## src/design/solt_pkg.sv

```systemverilog
package solt_pkg;

  localparam int SIZE_BITS = 16;
  localparam int TIME_BITS = 32;
  localparam int ALPHA_BITS = 16;
  localparam int CFG_BITS = 32;
  localparam int IDX_BITS = 3;

  typedef enum logic [IDX_BITS-1:0] {
    REG_SIZE_START   = 3'd0,
    REG_SIZE_MID     = 3'd1,
    REG_SIZE_END     = 3'd2,
    REG_BREAK_FIRST  = 3'd3,
    REG_BREAK_SECOND = 3'd4,
    REG_MODE_BITS    = 3'd5
  } reg_idx_t;

  typedef struct packed {
    logic                 drop;
    logic                 square;
    logic [SIZE_BITS-1:0] wa;
    logic [SIZE_BITS-1:0] wb;
    logic [SIZE_BITS-1:0] ha;
    logic [SIZE_BITS-1:0] hb;
  } side_t;

endpackage

```

## src/design/solt_blend.sv

```systemverilog
module solt_blend import solt_pkg::*; (
  input  logic                    clk,
  input  logic                    rst_n,
  input  logic                    en,
  input  logic                    in_vld,
  input  logic [ALPHA_BITS-1:0]   alpha,
  input  side_t                   in_side,
  output logic                    vld_r,
  output logic [SIZE_BITS-1:0]    w_r,
  output logic [SIZE_BITS-1:0]    h_r,
  output logic                    drop_r
);

  localparam int PROD_BITS = SIZE_BITS + ALPHA_BITS;

  logic                 m_vld_r;
  side_t                m_side_r;
  logic                 w_up_r;
  logic                 h_up_r;
  logic [PROD_BITS-1:0] w_mag_r;
  logic [PROD_BITS-1:0] h_mag_r;

  logic                 w_up;
  logic                 h_up;
  logic [SIZE_BITS-1:0] w_dif;
  logic [SIZE_BITS-1:0] h_dif;

  logic [PROD_BITS-1:0] w_rnd;
  logic [PROD_BITS-1:0] h_rnd;
  logic [SIZE_BITS-1:0] w_fin;
  logic [SIZE_BITS-1:0] h_fin;
  logic [SIZE_BITS-1:0] w_nxt;
  logic [SIZE_BITS-1:0] h_nxt;

  always_comb begin
    w_up  = (in_side.wb >= in_side.wa);
    h_up  = (in_side.hb >= in_side.ha);
    w_dif = w_up ? in_side.wb - in_side.wa : in_side.wa - in_side.wb;
    h_dif = h_up ? in_side.hb - in_side.ha : in_side.ha - in_side.hb;
  end

  // multiply stage
  always_ff @(posedge clk) begin
    if (!rst_n) begin
      m_vld_r <= 1'b0;
    end else if (en) begin
      m_vld_r <= in_vld;
    end
  end

  always_ff @(posedge clk) begin
    if (en) begin
      m_side_r <= in_side;
      w_up_r   <= w_up;
      h_up_r   <= h_up;
      w_mag_r  <= PROD_BITS'(w_dif) * PROD_BITS'(alpha);
      h_mag_r  <= PROD_BITS'(h_dif) * PROD_BITS'(alpha);
    end
  end

  // rounding and final add
  always_comb begin
    w_rnd = w_mag_r + PROD_BITS'({ALPHA_BITS{1'b1}});
    h_rnd = h_mag_r + PROD_BITS'({ALPHA_BITS{1'b1}});
    w_fin = w_up_r ? m_side_r.wa + w_mag_r[PROD_BITS-1:ALPHA_BITS]
                   : m_side_r.wa - w_rnd[PROD_BITS-1:ALPHA_BITS];
    h_fin = h_up_r ? m_side_r.ha + h_mag_r[PROD_BITS-1:ALPHA_BITS]
                   : m_side_r.ha - h_rnd[PROD_BITS-1:ALPHA_BITS];
    if (m_side_r.drop) begin
      w_nxt = '0;
      h_nxt = '0;
    end else begin
      w_nxt = w_fin;
      h_nxt = m_side_r.square ? w_fin : h_fin;
    end
  end

  always_ff @(posedge clk) begin
    if (!rst_n) begin
      vld_r <= 1'b0;
    end else if (en) begin
      vld_r <= m_vld_r;
    end
  end

  always_ff @(posedge clk) begin
    if (en) begin
      w_r    <= w_nxt;
      h_r    <= h_nxt;
      drop_r <= m_side_r.drop;
    end
  end

endmodule

```

## config.mk

```make
export PLATFORM = sky130hd
export DESIGN_NAME = solt_blend
export DESIGN_NICKNAME = d
export VERILOG_FILES = /design/src/design/solt_pkg.sv /design/src/design/solt_blend.sv
export SDC_FILE = /design/constraint.sdc
export NUM_CORES = 2
export LEC_CHECK = 0
export BUFFER_PORTS_ARGS = -buffer_cell sky130_fd_sc_hd__buf_2
export CELL_PAD_IN_SITES_DETAIL_PLACEMENT = 0
export CELL_PAD_IN_SITES_GLOBAL_PLACEMENT = 1
export CORE_ASPECT_RATIO = 0.5
export CORE_MARGIN = 2
export CORE_UTILIZATION = 25
export CTS_BUF_LIST = sky130_fd_sc_hd__clkbuf_2
export CTS_CLUSTER_SIZE = 30
export DETAILED_ROUTE_END_ITERATION = 12
export PLACE_DENSITY_LB_ADDON = 0.1
export SYNTH_ARGS = -nofsm -noshare
export SYNTH_HDL_FRONTEND = slang
export SYNTH_SLANG_ARGS = --single-unit
```

## constraint.sdc

```tcl
create_clock -name clk -period 10.4 [get_ports clk]
set_input_delay 2.08 -clock clk [delete_from_list [all_inputs] [get_ports clk]]
set_output_delay 2.08 -clock clk [all_outputs]
set_load 0.05 [all_outputs]
```

==> impl_metrics.tcl <==
set metrics [dict create \
    status "finished, final reports clean" \
    cts_buffers 17 \
    final_util_pct 30.0 \
    place.gp.congestion 0.802 \
    reg2reg_to "h_r[14]" \
    wl_met3_um 2430 \
    critical-path-top-delay-family "adder cells" \
    r2r_cells 18 \
    route.detailed.drc 0 \
    clock.fmax_mhz 99.5 \
    synth_top_area_share_pct 28.9 \
    relSlewSlack_pct 41.1 \
    cpMostUsedCell "fa_1" \
    drtIter0Drc 1099 \
    holdPathEnd "vld_r" \
    h-tree-depth 4 \
    hpwl_um 75500 \
    synth_cells 2999 \
    slew_viol_final 0 \
    multi_input_area_sq_mm 0.0207 \
    core_sq_mm 0.108 \
    synth.area.top_cells "fa_1 29%, edfxtp_1 15%, ha_1 14%, inv_1 7.4%, nand2_1 5.0%" \
    r2r_start "w_mag_r[14]" \
    crit_path_max_incr_delay_ns 0.68 \
    seq_area_frac_synth_pct 14.8 \
    holdCritPathClass "register to register" \
    hold_buffers 0 \
    post-route-period-util_pct 96.6 \
    fillers 11500 \
    synth_ff_type "edfxtp_1" \
    port_buffers 119 \
    clk_pin_slew_worst_paths_ns 0.31 \
    setup_viol 0 \
    ctsResizeCount 0 \
    synth_edf_count 133 \
    nets 4149 \
    period_needed_ns 10.05 \
    clkSinkCount 135 \
    antenna_found_initial 14 \
    fp-row-count 85 \
    vias 21500 \
    syn_avg_cell_area_sq_um 9.11 \
    required_ns 11.29 \
    start_kind "primary input" \
    cp_slowest_cell "or4b_2" \
    fin_worst_skew_ns 0.0639 \
    num_io_pins 120 \
    r2r_slack_ns 5.07 \
    grt_start_max_net_pins 80 \
    grt_pass1_vias 22500 \
    worst_pin_slew_ns 0.883 \
    ys_async_sr_fraction_pct 0 \
    finalWirelength_um 88700 \
    viasPerCell 4.45 \
    path_buf_inv 8 \
    met1_length_um 46900 \
    grt-ovfl-total 0 \
    ys_warn_count 0 \
    postSynthNetCount 3781 \
    postRouteAntennaNets 0 \
    initial_core_util_pct 25.3 \
    cp.arrival_ns 10.94 \
    die_w_um 471 \
    met2_length_um 38300 \
    synth_top_area_cell "fa_1" \
    path_max_fanout 7 \
    hold_viol 0 \
    rsz0062_at_grt "no" \
    drt-wirelength-per-cell_um 18.4 \
    die_area_sq_mm 0.112 \
    root_buffer "clkbuf_2" \
    regArea_sq_mm 0.00403 \
    die_h_um 238 \
    synth_area_sq_mm 0.0273 \
    hold_depth 2 \
    hold_start "vld_r" \
    critPathKind "primary input to register" \
    cts_tree "built" \
    highest_layer "met5" \
    synth.distinct_cells 86 \
    syn2layout_area_growth_pct 18.7 \
    dr.pass1.iters 5 \
    drive_above_1_share_pct 16.9 \
    clockBufferDepth 2 \
    ys_ff_latch 135 \
    grt_pass1_wl_um 137000 \
    insertion_delay_ns 1.13 \
    cp-end-kind "register" \
    postCtsSetupBuffers 0 \
    grt.total_usage_pct 16.2 \
    maxCapViolCount 0 \
]
[cells in the final DEF, fill, tap and decap left out, drive strengths merged, types with 5 or more instances in the layout]
master  Yosys  final
a211o       6      6
a21o       49     49
nor2b      49     49
nor2       96     96
fa        394    394
inv       539    547
nand2b     54     54
a211oi     17     17
nor4       14     14
clkinv      2      6
xor2       59     59
mux2i      32     32
edfxtp    133    133
a31oi      16     16
diode       0      8
or3         6      6
o211ai     10     10
and3        9      9
nand4      14     14
nand2     367    367
nor3       35     35
xnor2      83     83
clkbuf     96     17
mux2       41     41
o31ai       5      5
a21oi     121    121
and4        5      5
a311oi      8      8
nand3      33     33
o21a       15     15
and2      201    201
o21bai     22     22
buf        29    474
ha        302    302
o21ai      67     67
or2         5      5
[area by class of cell]
type	count	area share [%]
flip-flops and latches	135	12.4
inverters	541	6.27
repair buffers	474	10.8
well taps	1435	5.54
clock inverters	15	0.633
clock buffers	17	0.263
diodes	8	0.0618
multi-input cells	2198	64.0
[Yosys cell counts, drive strengths merged (5+ instances only)]
cell type,n
nor2,96
nand2b,54
or2,5
nor4,14
buf,29
ha,302
clkbuf,96
o21a,15
nand3,33
nand2,367
a31oi,16
fa,394
a211o,6
edfxtp,133
a21oi,121
and2,201
mux2,41
o21ai,67
o211ai,10
and3,9
xnor2,83
o21bai,22
and4,5
a311oi,8
mux2i,32
a211oi,17
or3,6
xor2,59
nand4,14
nor2b,49
o31ai,5
nor3,35
a21o,49
inv,539
[metal layers]
layer | global-route usage [%] | vias up
li1 | - | 10300
met1 | 24.5 | 10800
met3 | 1.54 | 42
met2 | 25.0 | 269
met5 | 0 | -
met4 | 2.88 | 4
[flip-flops by register name (all words and copies together) (netlist names)]
register / count
m_vld_r: 1
w_up_r: 1
vld_r: 1
w_mag_r: 32
w_r: 16
h_up_r: 1
drop_r: 1
m_side_r: 34
h_mag_r: 32
h_r: 16
[logic make-up after synthesis]
group | share of synthesized area [%]
DFF | 14.8
adders and majority gates | 42.7
AOI/OAI and AO/OA | 9.19
buffers and inverters | 9.39
muxes | 2.88
xor gates and xnor gates | 4.58
and+or+nand+nor | 16.5
[stage by stage]
| step | instances | instance area [sq um] | hold slack, ns | TNS, ns | worst slack (ns) |
|---|---|---|---|---|---|
| floorplan | 2999 | 27300 | 0.482 | 0 | 0.124 |
| global placement | 4783 | 32100 | 0.495 | -10.58 | -0.724 |
| detailed placement | 4783 | 32100 | 0.525 | -10.86 | -0.748 |
| CTS | 4815 | 32400 | 0.559 | 0 | 0.554 |
| global route | 4818 | 32400 | 0.572 | 0 | 0.103 |
| finish | 4823 | 32400 | 0.551 | 0 | 0.349 |
[worst max-delay path by stage]
stage                          start          end  depth (start not counted)
final                     in_side[0]  h_mag_r[31]                         34
after global placement    in_side[0]  h_mag_r[31]                         34
after detailed placement  in_side[0]  h_mag_r[31]                         34
after floorplan           in_side[0]  h_mag_r[29]                         32
after global routing      in_side[0]  h_mag_r[31]                         36
after CTS                 in_side[0]  h_mag_r[31]                         34
[tightest hold or removal path: cells and delay by family (launching register included)]
kind             cells  cell delay, ns
DFF                  1            0.37
muxes                1            0.12
and+or+nand+nor      1            0.06
Power is left out: the tool's default activity adds up to more than one toggle a clock period on the data nets, which glitch-free logic cannot reach.
