--- src/design/solt_pkg.sv ---
package solt_pkg;

  localparam int SIZE_BITS = 16;
  localparam int TIME_BITS = 32;
  localparam int ALPHA_BITS = 16;
  localparam int CFG_BITS = 32;
  localparam int IDX_BITS = 3;

  typedef enum logic [IDX_BITS-1:0] {
    REG_SIZE_START   = 3'd0,
    REG_SIZE_MID     = 3'd1,
    REG_SIZE_END     = 3'd2,
    REG_BREAK_FIRST  = 3'd3,
    REG_BREAK_SECOND = 3'd4,
    REG_MODE_BITS    = 3'd5
  } reg_idx_t;

  typedef struct packed {
    logic                 drop;
    logic                 square;
    logic [SIZE_BITS-1:0] wa;
    logic [SIZE_BITS-1:0] wb;
    logic [SIZE_BITS-1:0] ha;
    logic [SIZE_BITS-1:0] hb;
  } side_t;

endpackage

--- src/design/solt_div.sv ---
module solt_div import solt_pkg::*; (
  input  logic                    clk,
  input  logic                    rst_n,
  input  logic                    en,
  input  logic                    in_vld,
  input  logic [TIME_BITS-1:0]    num,
  input  logic [TIME_BITS-1:0]    den,
  input  side_t                   in_side,
  output logic                    vld_o,
  output logic [ALPHA_BITS-1:0]   alpha_o,
  output side_t                   side_o
);

  logic                  vld_r  [ALPHA_BITS];
  logic [TIME_BITS-1:0]  rem_r  [ALPHA_BITS];
  logic [TIME_BITS-1:0]  den_r  [ALPHA_BITS];
  logic [ALPHA_BITS-1:0] q_r    [ALPHA_BITS];
  side_t                 side_r [ALPHA_BITS];

  for (genvar i = 0; i < ALPHA_BITS; i++) begin : g_step
    logic                  vld_in;
    logic [TIME_BITS-1:0]  rem_in;
    logic [TIME_BITS-1:0]  den_in;
    logic [ALPHA_BITS-1:0] q_in;
    side_t                 side_in;
    logic [TIME_BITS:0]    sh;
    logic                  ge;
    logic [TIME_BITS-1:0]  sub;
    logic [TIME_BITS-1:0]  rem_nxt;
    logic [ALPHA_BITS-1:0] q_nxt;

    if (i == 0) begin : g_first
      assign vld_in  = in_vld;
      assign rem_in  = num;
      assign den_in  = den;
      assign q_in    = '0;
      assign side_in = in_side;
    end else begin : g_next
      assign vld_in  = vld_r[i-1];
      assign rem_in  = rem_r[i-1];
      assign den_in  = den_r[i-1];
      assign q_in    = q_r[i-1];
      assign side_in = side_r[i-1];
    end

    always_comb begin
      sh      = {rem_in, 1'b0};
      ge      = (sh >= {1'b0, den_in});
      sub     = sh[TIME_BITS-1:0] - den_in;
      rem_nxt = ge ? sub : sh[TIME_BITS-1:0];
      q_nxt   = {q_in[ALPHA_BITS-2:0], ge};
    end

    always_ff @(posedge clk) begin
      if (!rst_n) begin
        vld_r[i] <= 1'b0;
      end else if (en) begin
        vld_r[i] <= vld_in;
      end
    end

    always_ff @(posedge clk) begin
      if (en) begin
        rem_r[i]  <= rem_nxt;
        den_r[i]  <= den_in;
        q_r[i]    <= q_nxt;
        side_r[i] <= side_in;
      end
    end
  end

  assign vld_o   = vld_r[ALPHA_BITS-1];
  assign alpha_o = q_r[ALPHA_BITS-1];
  assign side_o  = side_r[ALPHA_BITS-1];

endmodule

--- config.mk ---
export PLATFORM = sky130hd
export DESIGN_NAME = solt_div
export DESIGN_NICKNAME = d
export VERILOG_FILES = /design/src/design/solt_pkg.sv /design/src/design/solt_div.sv
export SDC_FILE = /design/constraint.sdc
export NUM_CORES = 2
export LEC_CHECK = 0
export BUFFER_PORTS_ARGS = -buffer_cell sky130_fd_sc_hd__buf_2
export CAP_MARGIN = 5
export CORE_MARGIN = 5
export CORE_UTILIZATION = 45
export DETAILED_ROUTE_END_ITERATION = 8
export GPL_TIMING_DRIVEN = 1
export HOLD_SLACK_MARGIN = 0.03
export PLACE_DENSITY = 0.6
export SYNTH_ARGS = -nofsm -noshare
export SYNTH_HDL_FRONTEND = slang
export SYNTH_SLANG_ARGS = --single-unit
--- constraint.sdc ---
create_clock -name clk -period 4.87 [get_ports clk]
set_input_delay 0.487 -clock clk [delete_from_list [all_inputs] [get_ports clk]]
set_output_delay 0.487 -clock clk [all_outputs]
set_load 0.005 [all_outputs]
==> metrics.csv <==
stage,metric,value,unit
outcome,outcome,completed,
critical_path,path type of the worst setup path,in -> reg,
floorplanning,Core Area,216700,µm²
global_route,initial antenna violation count,2,
floorplanning,die extent in x,476.3,µm
finish,Nets,8243,
synth,cell count after synthesis,7097,
min_path,hold worst-path end,side_r[1][61]$_DFFE_PP_,
synth,Post-Syn Area,97830,µm²
synth,syn nets,7757,
min_path,hold path startpoint,en,
finish,share of cells above drive strength 1,11.61,%
global_route,total congestion overflow,0,
timing,Clock Skew,63.02,ps
cts,CTS tree,yes,
pwr,worst vdd ir,394.9,µV
critical_path,crit-path cells,dlygate4sd3_1 > buf_2 > ha_1 > nand4_1 > or2_2 > or3_1 > nor4_1 > a2111oi_0 > o21ai_4 > buf_12 > o22ai_1 > dlygate4sd3_1,
drt,DRC,0,
cts,post-CTS setup buffer count,0,
timing,endpoints failing hold,0,
synth,Post-Synth Adder-Cell Area,6.843,%
finish,final instance area,111700,µm²
critical_path,FF-to-FF End,rem_r[2][3]$_DFFE_PP_,
global_route,GRT Util Overall,16.70,%
placed_design,"Cell Area, Placed",102800,µm²
critical_path,worst path required time,5490,ps
timing,setup violators final,0,
floorplanning,chip height,476.3,µm
cts,worst skew pair latency,870,ps
floorplanning,die area,226800,µm²
floorplanning,Initial Utilization,45.14,%
synth,Syn Area/Cell,13.78,µm²
cts,post-cts resize count,0,
critical_path,r2r setup slk,660,ps
synth,Yosys top cell by area,edfxtp_1,
cts,root buffer cell,clkbuf_16,
drt,antenna-violating nets left,0,
finish,Layout Utilization,51.55,%
pwr,Design Power,67.92,mW
drt,vias,55746,
synth,yosys warns,0,
drt,First-pass DRT Iterations,5,
synth,post-synth cell types,90,
synth,Synth top cells by count,"edfxtp_1, inv_1, ha_1, a21oi_1, nand2_1",
critical_path,WP data arrival,5030,ps
critical_path,startpoint types,input pin,
placed_design,Placed Cells,10078,
synth,largest family of logic cells by synthesized area,compound AO/OA/AOI/OAI gates,
finish,area added between synthesis and finish,14.21,%
floorplanning,cell row count,171,
cts,Max Buffers Root-to-Sink,3,
critical_path,crit-path max FO,49,
finish,Final Non-Filler Cells,10629,
timing,RSZ-0062 raised after global routing,no,
drt,routed wire length,193300,µm
synth,mux share of post-synthesis cell area,2.869,%
cts,TritonCTS Sinks,2168,
cts,Clock transition at path regs,70,ps
drt,DRT iter0 DRCs,2843,
synth,largest cells by area after synthesis,"edfxtp_1, ha_1, inv_1",
timing,Final Max Slew Viols,0,
synth,#FFs+latches synth,2168,
timing,post-layout min period,4408,ps
critical_path,Critical-path top delay cell,nor4_1,
pwr,PD cells,607.9,nW/µm²
synth,"count leader, synth",edfxtp_1,
synth,Post-synth EDFFs,2167,
timing,setup_tns,0,ps
synth,simple-gate share of the synthesized area,6.360,%
synth,share of the synthesized area in the top cell type,66.52,%
critical_path,R2R cell count,13,
synth,register area share after synthesis,66.54,%
placed_design,GP Congestion,0.9840,
placed_design,DP HPWL,139900,µm
placed_design,"worst slack, placed",401.7,ps
timing,Slew HR,22.25,%
cts,H-tree depth,4,
critical_path,launch point of the worst reg-to-reg path,den_r[1][1]$_DFFE_PP_,
cts,TritonCTS Buffers,225,
synth,ys async rst share,0,%
critical_path,CP most frequent cell,dlygate4sd3_1,
global_route,pin count of the biggest net entering global routing,162,
timing,final worst slack,462.2,ps
floorplanning,Ports,217,
timing,Fin Hold WS,109.5,ps
critical_path,crit path buf inv count,4,
pwr,P_leak,43.69,nW
synth,Synth Area in Compound Gates,10.50,%
drt,routed length per instance,18.19,µm
synth,most common flop cell mapped by yosys,edfxtp_1,
timing,fin crit share,90.51,%
global_route,first-pass GRT wire length,303700,µm
drt,routed vias/inst,5.245,
timing,Max Fclk,226.9,MHz
timing,slew of the pin with the lowest slew margin,1137,ps
placed_design,number of port buffers,216,
min_path,WHS Path Cells,1,
min_path,min-delay worst type,in -> reg,
critical_path,"slowest stage delay, CP",880,ps
run,max-cap violations,0,
synth,xor/xnor share of the synthesized area,3.653,%
critical_path,"delay-heaviest family, CP",simple AND/OR/NAND/NOR gates,
global_route,vias in the first global route,57099,
critical_path,CP Capture Type,flip-flop,
report_power, final:
part           switching [mW]  total, mW  internal (mW)
clock                    7.17       17.3           10.2
combinational            13.6       24.0           10.4
sequential               1.56       26.6           25.0
total                    22.3       67.9           45.6
routing by layer:
metal  share of wire, %  vias to the layer above  wire [µm]  GRT usage (%)
li1                   -                    27472          -              -
met1                 38                    26610      74020          18.01
met2                 52                     1154     101200          31.06
met3                3.2                      510       6244          2.525
met4                6.1                        0      11880          9.545
met5                  0                        -          0              0
timing repair:
item	CTS	global route
hold buffers	132	0
hold endpoints to repair	141	0
setup endpoints to repair	0	0
cell type report:
class | count | area (µm²)
multi-input combinational | 4105 | 29680
fill | 18096 | 105000
sequential | 2168 | 65090
inverter | 640 | 2402
clock buffer | 272 | 5828
tap | 2854 | 3571
clock inverter | 144 | 1782
timing repair buffer | 443 | 3368
antenna | 3 | 7.507
sequential cells by signal, summed over array words and instances (netlist names):
register  cells
vld_r        16
den_r       480
side_r     1056
q_r         136
rem_r       480
layout by cell type, fill, tap and decap left out, types with 24 or more instances in the layout:
| cell | n |
|---|---|
| o211ai_1 | 24 |
| buf_4 | 76 |
| bufinv_16 | 30 |
| o21ai_0 | 384 |
| o21bai_1 | 54 |
| o31ai_1 | 43 |
| o21a_1 | 57 |
| clkbuf_1 | 46 |
| and2_1 | 25 |
| a21o_1 | 289 |
| nand4_1 | 100 |
| nor3_1 | 72 |
| mux2_1 | 25 |
| a31oi_1 | 53 |
| buf_2 | 215 |
| nor2_1 | 298 |
| a21oi_1 | 457 |
| nand2_1 | 443 |
| and3_1 | 54 |
| xnor2_1 | 235 |
| a211oi_1 | 36 |
| dlygate4sd3_1 | 132 |
| clkbuf_16 | 226 |
| ha_1 | 511 |
| inv_1 | 639 |
| xor2_1 | 173 |
| edfxtp_1 | 2167 |
| mux2_2 | 174 |
| clkinv_1 | 38 |
| nand3_1 | 85 |
| nor2b_1 | 72 |
| mux2_4 | 27 |
| clkinv_2 | 32 |
| nand2b_1 | 46 |
logic make-up (layout without fill, tap and decap cells):
family / Yosys count / count (layout)
xor gates and xnor gates: 408 / 408
buffers and inverters: 824 / 1499
muxes: 242 / 242
adders and majority gates: 526 / 526
AOI/OAI and AO/OA: 1624 / 1624
other: 0 / 3
and+or+nand+nor: 1305 / 1305
DFF: 2168 / 2168
worst max-delay path by stage:
| stage | startpoint | endpoint | cells past startpoint |
|---|---|---|---|
| 2_1_floorplan | rem_r[1][13]$_DFFE_PP_ | rem_r[2][10]$_DFFE_PP_ | 12 |
| 3_3_place_gp | den[25] | rem_r[0][15]$_DFFE_PP_ | 11 |
| 3_5_place_dp | den[25] | rem_r[0][15]$_DFFE_PP_ | 11 |
| 4_1_cts | num[24] | rem_r[0][29]$_DFFE_PP_ | 12 |
| 5_1_grt | rem_r[13][0]$_SDFFCE_PN0P_ | rem_r[14][28]$_DFFE_PP_ | 11 |
| 6_report | num[24] | rem_r[0][29]$_DFFE_PP_ | 12 |
Power figures use the tool's default switching activity.
