--- src/design/solt_pkg.sv ---
package solt_pkg;

  localparam int SIZE_BITS = 16;
  localparam int TIME_BITS = 32;
  localparam int ALPHA_BITS = 16;
  localparam int CFG_BITS = 32;
  localparam int IDX_BITS = 3;

  typedef enum logic [IDX_BITS-1:0] {
    REG_SIZE_START   = 3'd0,
    REG_SIZE_MID     = 3'd1,
    REG_SIZE_END     = 3'd2,
    REG_BREAK_FIRST  = 3'd3,
    REG_BREAK_SECOND = 3'd4,
    REG_MODE_BITS    = 3'd5
  } reg_idx_t;

  typedef struct packed {
    logic                 drop;
    logic                 square;
    logic [SIZE_BITS-1:0] wa;
    logic [SIZE_BITS-1:0] wb;
    logic [SIZE_BITS-1:0] ha;
    logic [SIZE_BITS-1:0] hb;
  } side_t;

endpackage

--- src/design/solt_front.sv ---
module solt_front import solt_pkg::*; (
  input  logic                    clk,
  input  logic                    rst_n,
  input  logic                    en,
  input  logic                    in_vld,
  input  logic [TIME_BITS-1:0]    age,
  input  logic [CFG_BITS-1:0]     size_start,
  input  logic [CFG_BITS-1:0]     size_mid,
  input  logic [CFG_BITS-1:0]     size_end,
  input  logic [TIME_BITS-1:0]    t1,
  input  logic [TIME_BITS-1:0]    t2,
  input  logic [1:0]              mode,
  output logic                    vld_r,
  output logic [TIME_BITS-1:0]    num_r,
  output logic [TIME_BITS-1:0]    den_r,
  output side_t                   side_r
);

  logic                 past;
  logic                 seg2;
  logic [TIME_BITS-1:0] lo;
  logic [TIME_BITS-1:0] hi;
  logic [CFG_BITS-1:0]  from;
  logic [CFG_BITS-1:0]  to;
  logic [TIME_BITS-1:0] num_nxt;
  logic [TIME_BITS-1:0] den_nxt;
  side_t                side_nxt;

  always_comb begin
    past = (age >= t2);
    seg2 = (age >= t1);
    lo   = seg2 ? t1 : '0;
    hi   = seg2 ? t2 : t1;
    from = seg2 ? size_mid : size_start;
    to   = seg2 ? size_end : size_mid;
    if (past) begin
      from    = size_end;
      to      = size_end;
      num_nxt = '0;
      den_nxt = TIME_BITS'(1);
    end else begin
      num_nxt = age - lo;
      den_nxt = hi - lo;
    end
    side_nxt.drop   = past & mode[0];
    side_nxt.square = mode[1];
    side_nxt.wa     = from[2*SIZE_BITS-1:SIZE_BITS];
    side_nxt.wb     = to[2*SIZE_BITS-1:SIZE_BITS];
    side_nxt.ha     = from[SIZE_BITS-1:0];
    side_nxt.hb     = to[SIZE_BITS-1:0];
  end

  always_ff @(posedge clk) begin
    if (!rst_n) begin
      vld_r <= 1'b0;
    end else if (en) begin
      vld_r <= in_vld;
    end
  end

  always_ff @(posedge clk) begin
    if (en) begin
      num_r  <= num_nxt;
      den_r  <= den_nxt;
      side_r <= side_nxt;
    end
  end

endmodule

--- config.mk ---
export PLATFORM = sky130hd
export DESIGN_NAME = solt_front
export DESIGN_NICKNAME = d
export VERILOG_FILES = /design/src/design/solt_pkg.sv /design/src/design/solt_front.sv
export SDC_FILE = /design/constraint.sdc
export NUM_CORES = 1
export LEC_CHECK = 0
export ABC_AREA = 1
export BUFFER_PORTS_ARGS = -buffer_cell sky130_fd_sc_hd__buf_2
export CAP_MARGIN = 20
export CORE_MARGIN = 1
export CORE_UTILIZATION = 35
export DETAILED_ROUTE_END_ITERATION = 12
export MAX_ROUTING_LAYER = met4
export PLACE_DENSITY = 0.6
export SKIP_LAST_GASP = 1
export SYNTH_ARGS = -nofsm -noshare
export SYNTH_HDL_FRONTEND = slang
export SYNTH_SLANG_ARGS = --single-unit
--- constraint.sdc ---
create_clock -name clk -period 4.9 [get_ports clk]
set_clock_uncertainty 0.2 [all_clocks]
set_input_delay 1.47 -clock clk [delete_from_list [all_inputs] [get_ports clk]]
set_output_delay 1.47 -clock clk [all_outputs]
set_load 0.01 [all_outputs]
==> results of run 1 <==
==> state kept, by name, indices dropped and copies added (netlist names) <==
signal,cells
side_r,66
vld_r,1
den_r,32
num_r,32
==> what timing repair did <==
action / 4_1_cts / 5_1_grt
setup buffers: 0 / 4
resized for setup: 0 / 79
setup endpoints to repair: 0 / 41
hold endpoints to repair: 0 / 0
==> kinds of logic after synthesis <==
group	count (synthesis)	share of synthesized area, %
xor gates and xnor gates	34	2.66
adders and majority gates	128	14.4
AOI/OAI and AO/OA	325	15.4
and+or+nand+nor	670	23.8
buffers and inverters	236	8.66
DFF	131	35.0
==> layout make-up <==
| cell class | instances | area (µm²) | share of cell area, % |
|---|---|---|---|
| Timing Repair Buffer | 603 | 3800 | 23.5 |
| Sequential cell | 131 | 3920 | 24.3 |
| Clock buffer | 21 | 450 | 2.78 |
| Clock inverter | 11 | 179 | 1.11 |
| Inverter | 199 | 747 | 4.62 |
| Multi-Input combinational cell | 1157 | 6570 | 40.6 |
| Tap cell | 402 | 503 | 3.11 |
| Antenna cell | 2 | 5.00 | 0.0309 |
==> power by group through the flow <==
stage	clock, µW	combinational, µW	sequential [µW]
after detailed placement	0	2330	1560
after floorplan	0	1110	1650
after global routing	1480	2700	1550
after CTS	1440	2340	1540
after global placement	0	2310	1560
final	1410	2430	1540
==> worst max path at each step <==
stage                      to  slack (ns)    from
finish              num_r[26]        0.13  t1[17]
global route        den_r[23]       -0.08   t1[9]
CTS                 num_r[21]        0.02  t1[19]
detailed placement  num_r[21]       -0.43  t1[31]
global placement    num_r[29]       -0.38  t1[19]
floorplan           den_r[23]        0.19  t1[31]
==> routing by layer <==
metal / global-route usage (%) / routed length (µm)
met2: 43.5 / 20300
met4: 7.42 / 760
met5: - / 0
met3: 3.89 / 2270
met1: 31.7 / 18300
==> synth_stat cells (all sizes together) <==
cell      n
a211oi    3
a21o      9
a21oi   134
a31oi     4
buf      31
clkbuf    6
dfxtp     1
edfxtp  130
fa        2
ha      126
inv     199
nand2   456
nand3    37
nand3b    2
nand4     7
nor2    143
nor3     17
nor4      2
o211a     1
o211ai    4
o21a      7
o21ai   156
o21bai    6
o22ai     1
or2       6
xnor2     9
xor2     25
==> critical path, cell delays in order <==
cell and delay (ns):
buf_2 0.09, inv_1 0.05, ha_1 0.30, a21oi_1 0.16, o21ai_0 0.08, buf_4 0.15, nand2_1 0.06, a21oi_2 0.05
nor2_1 0.19, nand2_4 0.17, inv_2 0.15, nor2_1 0.08, ha_1 0.22, fa_1 0.42, o21ai_2 0.18, a21oi_1 0.08
buf_4 0.15, o21ai_2 0.17, nand3_1 0.18, o211ai_1 0.17, nand2_1 0.08, nand2_1 0.06, nor2_1 0.05
==> stage by stage <==
step	total power (µW)	area, µm²	hold slack (ns)
6_report	5370	16200	0.364
2_1_floorplan	2760	11200	0.355
5_1_grt	5730	16200	0.437
3_5_place_dp	3890	15200	0.356
4_1_cts	5320	15800	0.371
3_3_place_gp	3880	15200	0.318
==> run metrics, run 1 <==
status finished clean; worst-case reg-to-reg path depth 2; most common cell after layout, fill and taps aside nand2_1; Hold WC Path Type reg -> reg; power density cells 332 nW/µm²; Finished Layout Cells 2526; syn_area_per_cell 7.35 µm²; worst slack, placed -0.429 ns; sw power 1960 µW; Critical Path Start Type input port; Port Buffers 328; Wirelength per Cell 16.5 µm; post-synthesis sequential area ratio 35.0%; Vias/cell 4.81; Worst slew margin 49.3%; DR iter-0 viols 637; P_leak 0.00824 µW; total CTS buffers 17; worst setup margin 0.131 ns; pins over their slew limit 0; vias in the first global route 11791; Hold Violations, Final 0; die area 32700 µm²; Crit path required time 4.89 ns; clock-pin slew on the worst setup and hold paths 0.06 ns; CP arrival 4.76 ns; post-synthesis cell type count 38; hold path cells 2; clk root buf clkbuf_16; layout cells sized above 1 33.0%; Initial DRT Pass Iterations 7; Cells after DPL 2487; # IOs 329; initial antenna violation count 2; Final ANT Viol Nets 0; combinational power share 45.2%; syn_nets 1850; Flop pwr share 28.6%; hold wc startpoint vld_r; first-pass GRT wire length 62.7 mm; most frequent cells in the layout nand2_1, buf_2, buf_4; Int Pwr 3410 µW; Setup Crit Path Kind in -> reg; CTS tree done; drt total wl 41.6 mm; largest net degree at the start of global routing 76; Synth area leaders edfxtp_1, nand2_1, ha_1; Yosys warning total 0; post-synthesis cell count 1524; Post-Route Utilization 51.3%; peak supply drop 257 µV; clk_lat worst skew 0.45 ns; R2R setup slack 4.02 ns; maxcap violations 0; r2r endpoint vld_r; Rows 65; fin crit period 4.77 ns; area leader, netlist edfxtp_1; Initial Util 35.5%; switching portion of total power 36.5%; Worst Max-Slew Pin Slew 0.761 ns; Final Cycle Share 97.3%; CP Capture Type register; hold_buf cts 0; unrepaired setup endpoints after global routing yes; NumNets Final 2435; worst hold endpoint vld_r; DPL Wire Length 33.9 mm; Synth Register Bits 131; f_max 210 MHz; area share of the largest cell type after synthesis 34.9%; core box area 31600 µm²; post-route setup TNS 0 ns; Num Clock Sinks 131; overflow left after global routing 0; Die Y-Extent 181 µm; clk buf depth 2; Die Span X 181 µm; clock share of power 26.2%; Worst R2R Start vld_r; Area Overhead vs Synth 44.5%; Crit Path Max Fanout 5; synthesized cell area 11200 µm²; gpl congestion 0.933; gr usage total 25.7%; final setup vio count 0; # H-tree levels 4; number of remaining DRC errors 0; vias post-DR 12155; fillcell total 3170
No activity file was read; power rests on OpenSTA's default activity.
==> run 2, diff against run 1 <==
- CORE_UTILIZATION: 35 -> 54
- PLACE_DENSITY: 0.6 -> 0.85
==> run 2 against run 1 <==
Net effect: the run now fails in 5_2_route; global-route usage increased by 13 points; synthesized area unchanged; synthesized cell count is the same.
==> run metrics, run 2 <==
Port Buffers 328; area share of the largest cell type after synthesis 34.9%; ys async rst share 0%; clk buf depth 2; Run Error [ERROR DRT-0255] Maze Route cannot find path of net size_end[1] in worker of routeBox ( 96600 0 ) ( 146005 48300 ).; most common cell in the synthesized netlist nand2_1; synthesized cell area 11200 µm²; largest net degree at the start of global routing 111; overflow left after global routing 0; DPL Wire Length 32.5 mm; syn_area_per_cell 7.35 µm²; clk root buf clkbuf_16; gr usage total 38.8%; worst ep type sequential cell input; Initial Util 55.2%; post-synthesis sequential area ratio 35.0%; gpl congestion 1.04; initial antenna violation count 8; Synth area leaders edfxtp_1, nand2_1, ha_1; Cells after DPL 2306; Post-synth EDFFs 130; hold_buf cts 0; # IOs 329; Exit stage 5_2_route; Die Y-Extent 146 µm; post-synthesis cell count 1524; total CTS buffers 17; GR repair worst EP den_r[23]$_SDFFCE_PP0P_/D; Yosys warning total 0; Synth Register Bits 131; area leader, netlist edfxtp_1; Commonest cells post-synth nand2_1, inv_1, nor2_1; Main synth FF type edfxtp_1; # H-tree levels 4; status aborted with a tool error; syn_nets 1850; simple-gate share of the synthesized area 23.8%; post-synthesis cell type count 38; Post-Synth XOR/XNOR Area 2.66%; Rows 52; Compound-Gate Fraction of Synth Area 15.4%; Num Clock Sinks 131; first-pass GRT wire length 62.0 mm; mux contribution to synthesized area 0%; vias in the first global route 12278; main combinational cell family by area after synthesis simple AND/OR/NAND/NOR gates; Post-Synth Adder-Cell Area 14.4%; Die Span X 146 µm
run 2: logic make-up after synthesis:
logic type      Yosys count
flops                   131
buf+inv                 236
xor+xnor                 34
fa+ha+maj               128
compound gates          325
simple gates            670
run 2: per-stage QoR:
step | hold WS (ns) | cell area (µm²) | setup WS (ns)
2_1_floorplan | 0.355 | 11200 | 0.194
3_3_place_gp | 0.316 | 14700 | -0.484
3_5_place_dp | 0.342 | 14700 | -0.510
4_1_cts | 0.357 | 15300 | 0.0956
5_1_grt | 0.371 | 15400 | -0.0470
run 2: repair_timing:
item	in CTS	in global routing
pin swaps	0	4
setup buffers	0	2
gates resized for setup	2	34
endpoints found under the setup margin	2	32
run 2: layer usage:
layer,track usage (%)
met1,45.4
met4,19.3
met2,65.4
met5,-
met3,5.55
==> run 3, diff against run 2 <==
- CORE_UTILIZATION: 54 -> 40
- MAX_ROUTING_LAYER: met4 -> not set
- PLACE_DENSITY: 0.85 -> not set
- PLACE_DENSITY_LB_ADDON: not set -> 0.15
==> run 3 against run 2 <==
Net effect: the run now ends clean; global-route usage down 11 points.
==> run metrics, run 3 (synthesis gave the netlist of run 1 again) <==
status finished clean; Num Clock Sinks 131; power density cells 334 nW/µm²; clk root buf clkbuf_16; most frequent cells in the layout nand2_1, buf_2, buf_4; # IOs 329; number of remaining DRC errors 0; die area 28700 µm²; Worst Path Buf+Inv 6; Die Span X 169 µm; maxcap violations 0; # H-tree levels 4; overflow left after global routing 0; DPL Wire Length 31.9 mm; fillcell total 2640; Multi-input gate area 6420 µm²; Wirelength per Cell 15.9 µm; Initial DRT Pass Iterations 6; Critical Path Start Type input port; CP Capture Type register; drt total wl 39.6 mm; Setup Crit Path Kind in -> reg; busiest layer in global routing met2; most common cell after layout, fill and taps aside nand2_1; grt met1 use 35.9%; crit-path leading delay family simple AND/OR/NAND/NOR gates; clk buf depth 2; layout cells sized above 1 31.6%; Most flops, register side_r; CP arrival 4.82 ns; Area Overhead vs Synth 42.1%; f_max 210 MHz; Hold Violations, Final 0; Worst slew margin 57.9%; met2 usage 46.7%; largest net degree at the start of global routing 93; Largest stage delay, worst path 0.36 ns; Finished Layout Cells 2488; fin crit period 4.76 ns; Port Buffers 328; CTS tree done; vias post-DR 12187; Cells after DPL 2450; vias in the first global route 11934; design area 15900 µm²; peak supply drop 222 µV; CP max-delay cell ha_1; Final ANT Viol Nets 0; clock-pin slew on the worst setup and hold paths 0.06 ns; Final Cycle Share 97.1%; DR iter-0 viols 766; Hold WC Path Type reg -> reg; GRT met3 Usage 3.66%; clk_lat worst skew 0.42 ns; Initial Util 41.2%; P_leak 0.00816 µW; hold_buf cts 0; Register Area 3920 µm²; post-route setup TNS 0 ns; Crit path required time 4.97 ns; core box area 27200 µm²; Hold WS 0.363 ns; first-pass GRT wire length 60.8 mm; largest registers side_r: 66 flops, den_r: 32 flops, num_r: 32 flops; Worst Max-Slew Pin Slew 0.632 ns; max reg flops 66; pins over their slew limit 0; Rows 60; unrepaired setup endpoints after global routing yes; Vias/cell 4.90; NumNets Final 2426; final setup vio count 0; gpl congestion 0.981; Crit Path Max Fanout 33; gr usage total 27.5%; initial antenna violation count 3; Critical Path, Cell by Cell buf_2 -> inv_1 -> ha_1 -> nand2_1 -> nor2_2 -> nand4_1 -> a21oi_2 -> nor2_1 -> buf_4 -> nand2_4 -> buf_8 -> nand2_1 -> ha_1 -> nand2_1 -> o21ai_1 -> a21oi_1 -> buf_4 -> o21ai_2 -> buf_4 -> a21oi_1 -> or2_2 -> a21oi_1; Die Y-Extent 169 µm; total CTS buffers 17; placed cell areas 15100 µm²
==> run 3: area by class of cell <==
cell class / count / share of cell area [%]
inverters: 199 / 4.69
clock buffers: 18 / 2.70
repair buffers: 594 / 23.4
multi-input cells: 1157 / 40.4
well taps: 372 / 2.92
flip-flops and latches: 131 / 24.7
clock inverters: 14 / 1.19
diodes: 3 / 0.0472
==> run 3: through the flow <==
stage,worst slack [ns],total power (µW),utilization (%)
after global routing,-0.103,5670,58.6
after CTS,0.0214,5300,58.0
final,0.142,5320,58.6
after detailed placement,-0.504,3860,55.7
after floorplan,0.194,2760,-
after global placement,-0.470,3840,55.7
==> run 3: final timing paths <==
check | from | to | slack [ns] | cells after the start
max | t1[31] | num_r[16] | 0.14 | 22
min | vld_r | vld_r | 0.36 | 2
max reg2reg | vld_r | vld_r | 4.04 | 2
min reg2reg | vld_r | vld_r | 0.36 | 2
==> run 3: worst min-delay path: cells and delay by family (launching register included) <==
kind | cells | cell delay (ns)
compound gates | 2 | 0.21
flops | 1 | 0.31
==> run 3: power breakdown <==
part           total [µW]  switching (µW)  internal [µW]
combinational        2360            1320           1050
sequential           1530            44.9           1480
clock                1430             605            822
total                5320            1970           3350
==> run 3: what timing repair did <==
item                       in CTS  in global routing
resized for setup               1                 37
setup buffers                   0                  2
pin swaps                       0                  4
setup endpoints to repair       1                 40
cloned                          0                  1
==> run 3: metal layers <==
| metal | vias to the layer above | share of wire [%] |
|---|---|---|
| met4 | 0 | 2.5 |
| li1 | 6214 | - |
| met5 | - | 0 |
| met2 | 403 | 47 |
| met1 | 5525 | 45 |
| met3 | 45 | 5.7 |
